--- config.mk ---
export PLATFORM = sky130hd
export DESIGN_NAME = gfd_ctrl
export DESIGN_NICKNAME = d
export VERILOG_FILES = /design/src/design/gfd_pkg.sv /design/src/design/gfd_ctrl.sv
export SDC_FILE = /design/constraint.sdc
export NUM_CORES = 1
export LEC_CHECK = 0
export ABC_AREA = 1
export BUFFER_PORTS_ARGS = -buffer_cell sky130_fd_sc_hd__buf_2
export CAP_MARGIN = 10
export CORE_AREA = 3 3 40 42
export DETAILED_ROUTE_END_ITERATION = 8
export DIE_AREA = 0 0 43 45
export GPL_TIMING_DRIVEN = 0
export PLACE_DENSITY_LB_ADDON = 0.15
export SYNTH_ARGS = -nofsm -noshare
export SYNTH_HDL_FRONTEND = slang
export SYNTH_SLANG_ARGS = --single-unit
export TNS_END_PERCENT = 30
--- constraint.sdc ---
create_clock -name clk -period 1.26 [get_ports clk]
set_input_delay 0.252 -clock clk [delete_from_list [all_inputs] [get_ports clk]]
set_output_delay 0.252 -clock clk [all_outputs]
set_load 0.03 [all_outputs]
--- src/design/gfd_pkg.sv ---
// Shared types, codes and the 5x7 glyph ROM of the frame store flush unit
package gfd_pkg;

  localparam logic [2:0] ACT_CLEAR     = 3'd0;
  localparam logic [2:0] ACT_PIXEL     = 3'd1;
  localparam logic [2:0] ACT_GLYPH_XY  = 3'd2;
  localparam logic [2:0] ACT_GLYPH_CUR = 3'd3;
  localparam logic [2:0] ACT_SET_CUR   = 3'd4;
  localparam logic [2:0] ACT_FLUSH     = 3'd5;

  localparam logic [1:0] KIND_IDLE = 2'd0;
  localparam logic [1:0] KIND_CMD  = 2'd1;
  localparam logic [1:0] KIND_DATA = 2'd2;

  localparam logic [7:0] CMD_BYTE0 = 8'h20;
  localparam logic [7:0] CMD_BYTE1 = 8'h02;
  localparam logic [7:0] CMD_PAGE  = 8'hB0;
  localparam logic [7:0] CMD_BYTE3 = 8'h00;
  localparam logic [7:0] CMD_BYTE4 = 8'h10;

  localparam logic [7:0] CURSOR_STEP = 8'd6;
  localparam logic [8:0] GLYPH_WIDTH = 9'd5;
  localparam logic [7:0] PAGE_ROWS   = 8'd8;
  localparam logic [3:0] SLOT_LAST   = 4'd9;   // 5 columns x 2 pages
  localparam logic [39:0] PIXEL_GLYPH = 40'h00_0000_0001;

  typedef struct packed {
    logic load;
    logic clr_wr;
    logic rmw_rd;
    logic rmw_wr;
    logic slot_step;
    logic fl_rd;
    logic fl_cap;
    logic fl_col_step;
    logic out_cmd;
    logic out_word;
    logic out_idle;
  } cmd_t;

  typedef struct packed {
    logic clr_last;
    logic slot_active;
    logic slot_last;
    logic dirty_any;
    logic byte_last;
    logic word_last;
    logic out_busy;
  } sts_t;

  // Columns packed {c4,c3,c2,c1,c0}, bit 0 is the top row
  localparam logic [39:0] GLYPH_ROM [95] = '{
    40'h0000000000, 40'h00005F0000, 40'h0003000300, 40'h147F147F14, 40'h122A7F2A24,
    40'h6264081323, 40'h5022554936, 40'h0000030500, 40'h0041221C00, 40'h001C224100,
    40'h14083E0814, 40'h08083E0808, 40'h0000305000, 40'h0808080808, 40'h0000606000,
    40'h0204081020, 40'h3E4549513E, 40'h00407F4200, 40'h4649516142, 40'h314B454121,
    40'h107F121418, 40'h3945454527, 40'h3049494A3C, 40'h0305097101, 40'h3649494936,
    40'h3E49494926, 40'h0000363600, 40'h0000365600, 40'h4122140800, 40'h1414141414,
    40'h0008142241, 40'h0609510102, 40'h3E41794932, 40'h7E1111117E, 40'h364949497F,
    40'h224141413E, 40'h1C2241417F, 40'h414949497F, 40'h010109097F, 40'h7A4949413E,
    40'h7F0808087F, 40'h00417F4100, 40'h013F414020, 40'h412214087F, 40'h404040407F,
    40'h7F0204027F, 40'h7F1008047F, 40'h3E4141413E, 40'h060909097F, 40'h5E2151413E,
    40'h462919097F, 40'h3149494946, 40'h01017F0101, 40'h3F4040403F, 40'h1F2040201F,
    40'h3F4030403F, 40'h6314081463, 40'h0304780403, 40'h4345495161, 40'h41417F0000,
    40'h2010080402, 40'h00007F4141, 40'h0402010204, 40'h4040404040, 40'h0000020100,
    40'h7854545420, 40'h384444487F, 40'h2044444438, 40'h7F48444438, 40'h1854545438,
    40'h0201097E08, 40'h3C54545408, 40'h780404087F, 40'h00407D4400, 40'h007D848040,
    40'h004428107F, 40'h0040407F00, 40'h78047C0478, 40'h780404087C, 40'h3844444438,
    40'h081414147C, 40'h7C18141408, 40'h080404087C, 40'h2054545448, 40'h2040443F04,
    40'h7C2040403C, 40'h1C2040201C, 40'h3C4030403C, 40'h4428102844, 40'h3C5050500C,
    40'h444C546444, 40'h0041360800, 40'h00007F0000, 40'h0008364100, 40'h081C2A0808
  };

  // Printable codes only; anything else draws nothing
  function automatic logic [39:0] glyph_bits(input logic [7:0] code);
    logic [6:0] idx;
    idx = 7'(code - 8'd32);
    if (code < 8'd32 || code > 8'd126) begin
      return 40'd0;
    end
    return GLYPH_ROM[idx];
  endfunction

endpackage

--- src/design/gfd_ctrl.sv ---
// Controller state machine: sequences clear sweeps, read-modify-writes and flushes
module gfd_ctrl (
  input  logic          clk,
  input  logic          rst_n,
  input  logic          in_valid,
  input  logic [2:0]    in_action,
  input  gfd_pkg::sts_t sts,
  output logic          in_ready,
  output gfd_pkg::cmd_t cmd
);
  import gfd_pkg::*;

  typedef enum logic [3:0] {
    S_CLEAR, S_IDLE, S_RMW_RD, S_RMW_WR, S_FL_IDLE, S_FL_CMD, S_FL_RD, S_FL_CAP, S_FL_OUT
  } state_t;

  state_t state_r, state_nxt;

  always_ff @(posedge clk) begin
    if (!rst_n) begin
      state_r <= S_CLEAR;   // store is swept to zero after reset
    end else begin
      state_r <= state_nxt;
    end
  end

  always_comb begin
    state_nxt = state_r;
    cmd       = '0;
    in_ready  = 1'b0;
    unique case (state_r)
      S_CLEAR: begin
        cmd.clr_wr = 1'b1;
        if (sts.clr_last) state_nxt = S_IDLE;
      end
      S_IDLE: begin
        in_ready = 1'b1;
        if (in_valid) begin
          cmd.load = 1'b1;
          priority case (in_action)
            ACT_CLEAR:                             state_nxt = S_CLEAR;
            ACT_PIXEL, ACT_GLYPH_XY, ACT_GLYPH_CUR: state_nxt = S_RMW_RD;
            ACT_FLUSH: state_nxt = sts.dirty_any ? S_FL_CMD : S_FL_IDLE;
            default:                               state_nxt = S_IDLE;
          endcase
        end
      end
      S_RMW_RD: begin
        if (sts.slot_active) begin
          cmd.rmw_rd = 1'b1;
          state_nxt  = S_RMW_WR;
        end else if (sts.slot_last) begin
          state_nxt = S_IDLE;
        end else begin
          cmd.slot_step = 1'b1;
        end
      end
      S_RMW_WR: begin
        cmd.rmw_wr = 1'b1;
        if (sts.slot_last) begin
          state_nxt = S_IDLE;
        end else begin
          cmd.slot_step = 1'b1;
          state_nxt     = S_RMW_RD;
        end
      end
      S_FL_IDLE: begin
        if (!sts.out_busy) begin
          cmd.out_idle = 1'b1;
          state_nxt    = S_IDLE;
        end
      end
      S_FL_CMD: begin
        if (!sts.out_busy) begin
          cmd.out_cmd = 1'b1;
          state_nxt   = S_FL_RD;
        end
      end
      S_FL_RD: begin
        cmd.fl_rd = 1'b1;
        state_nxt = S_FL_CAP;
      end
      S_FL_CAP: begin
        cmd.fl_cap = 1'b1;
        if (sts.byte_last) begin
          state_nxt = S_FL_OUT;
        end else begin
          cmd.fl_col_step = 1'b1;
          state_nxt       = S_FL_RD;
        end
      end
      S_FL_OUT: begin
        if (!sts.out_busy) begin
          cmd.out_word = 1'b1;
          if (sts.word_last) begin
            state_nxt = S_IDLE;
          end else begin
            cmd.fl_col_step = 1'b1;
            state_nxt       = S_FL_RD;
          end
        end
      end
      default: state_nxt = S_IDLE;
    endcase
  end

endmodule

==> results.ini <==
[worst_setup_path]
cp_cell_sequence=inv_4 -> nor2_4 -> clkinvlp_4 -> nor3_2 -> buf_4
max_stage_delay_ns=0.38
worstPathMaxFanout=5
worstPathArrival_ns=1.28
slowest_stage=dfxtp_4
crit_path_end_kind=primary output
required_ns=1.01
path_depth=5
path_class=flop to primary output
worst-path-buf-inv=3
startpoint_type=flop
rr_worst_depth=6
cp_top_family=buffers and inverters

[global_route]
antenna_found_initial=0
grt_usage=0.177
grt_max_degree=8
grt_overflow=0
grt_pass1_vias=633
grt_pass1_wl_mm=2.55

[place]
gp_congestion=0.881
dp_hpwl_mm=1.17
numPlacedInstances=139
portBuffers=24

[logic_synthesis]
syn_inst=100
synth_seq_cells=4
yosysWarnings=0
syn-num-nets=113
ys_top_cells_by_area=nand2_1 (21%), dfxtp_1 (16%), inv_1 (15%)
synth_top_cell_by_area=nand2_1
synth_cell_type_count=15
netlist_area_um2=499
yosys.area.top_type_share=0.211
ys_seq_area_frac=0.160
synth_area_per_cell_um2=4.99

[final_layout]
area_delta_synth_final_pct=72.2
final_cell_mix=nand2_1 (24), nor2_1 (13), inv_1 (13)
layout_commonest_cell=nand2_1
largest_reg_flops=4
fin_cells=145
fin_util=0.669
top_regs=state_r: 4 flops
regMostFlops=state_r
multi_input_area_um2=440
nFillCells=118
nNetsFinal=145
register_area_um2=95.1
n_antenna_cell=0
drive_gt1_frac=0.485

[timing]
hold_ws_ns=0.249
worst_pin_slew_ns=0.228
timing.slew.headroom=0.847
setup_viol=12
hold_violations=0
rsz0062_at_grt=true
drv_slew=0
period_share=1.21
fin_crit_ns=1.53
worst_slack_ns=-0.270
setup_tns_ns=-2.14
skew_ns=0.00278
fmax_mhz=654

[cts]
h-tree-depth=1
postCtsHoldBufs=0
cts_buffer_depth=2
cts-root-buf=clkbuf_4
clkLatencyLatePin_ns=0.23
cts_tree=yes
cts_buffers=3
cts.clk_slew.worst_paths_ns=0.04
cts_sinks=4

[routing]
postRouteAntennaNets=0
wl_per_cell_um=10.8
firstDrtPassIters=6
drcViolationCount=0
totalWireLength_mm=1.56
viasPerCell=4.77
drtIter0Drc=21
num_vias=692

[power_and_ir_drop]
finalPower_mw=0.692
p_leak_nw=0.468
p_per_area_nw_per_um2=805
ir_drop_mv=0.563

[min_path]
holdPathStages=3
hp-class=input pin to flop

[die]
die_area_um2=1940
num_rows=13
fp.dieH_um=45
chipWidth_um=43
start_util=0.389
io_pins=25
core_area_um2=1280

[status]
violations=negative setup slack
status=finished with violations

[job]
max_cap_violations=0

-- layout make-up --
cell class / count / area share
clock buffers: 3 / 0.0262
multi-input cells: 76 / 0.512
repair buffers: 27 / 0.231
inverters: 20 / 0.0975
well taps: 15 / 0.0218
flip-flops and latches: 4 / 0.111
-- worst paths after layout --
path / from / to / slack (ns)
worst min register to register: state_r[3]$_SDFFE_PN0P_ / state_r[1]$_SDFFE_PN0P_ / 0.64
worst min-delay path: rst_n / state_r[0]$_SDFFE_PN0P_ / 0.25
worst max register to register: state_r[2]$_SDFFE_PN0P_ / state_r[2]$_SDFFE_PN0P_ / 0.01
worst max-delay path: state_r[2]$_SDFFE_PN0P_ / cmd[5] / -0.27
-- metrics by stage --
| stage | instance area (um2) | setup WS [ns] |
|---|---|---|
| after floorplan | 544 | -0.127 |
| after global placement | 683 | -0.154 |
| after detailed placement | 683 | -0.175 |
| after CTS | 805 | -0.324 |
| after global routing | 860 | -0.349 |
| final | 860 | -0.270 |
-- cell usage after synthesis --
| library cell | instances |
|---|---|
| nand3_2 | 1 |
| nand3_1 | 11 |
| a211oi_1 | 1 |
| nor2_1 | 19 |
| nand3b_1 | 1 |
| nand4_1 | 1 |
| inv_1 | 20 |
| a21oi_1 | 4 |
| nor2_4 | 1 |
| nand2_1 | 28 |
| nor2_2 | 3 |
| o21ai_0 | 2 |
| nand2_2 | 1 |
| nor3_1 | 3 |
| dfxtp_1 | 4 |
-- repair_timing --
| action | in CTS | in global routing |
|---|---|---|
| setup buffers | 1 | 2 |
| gates resized for setup | 35 | 16 |
| setup endpoints to repair | 15 | 15 |
| pin swaps | 2 | 5 |
-- routing by layer --
layer	global-route usage	vias to the layer above	wire length, um	share of wire
li1	-	375	-	-
met1	0.213	291	670	0.43
met2	0.275	26	805	0.52
met3	0.0319	0	83	0.053
met4	0.145	0	0	0
met5	0	-	0	0
-- worst reg2reg max path: stages (launching register included) --
cell	delay (ns)
dfxtp_4	0.38
inv_4	0.04
nor2_4	0.11
clkinvlp_4	0.19
a211oi_1	0.24
inv_1	0.07
a21oi_1	0.13
-- power by group --
group	internal [mW]	total (mW)	leakage [nW]	switching (mW)
sequential	0.139	0.173	0.0355	0.0340
combinational	0.135	0.367	0.419	0.233
clock	0.106	0.151	0.0138	0.0452
-- cell families after synthesis --
group,share of synthesized area
AND/OR/NAND/NOR,0.614
buffers and inverters,0.150
AO/OA/AOI/OAI,0.0752
flip-flops,0.160
No activity file was read; power rests on OpenSTA's default activity.
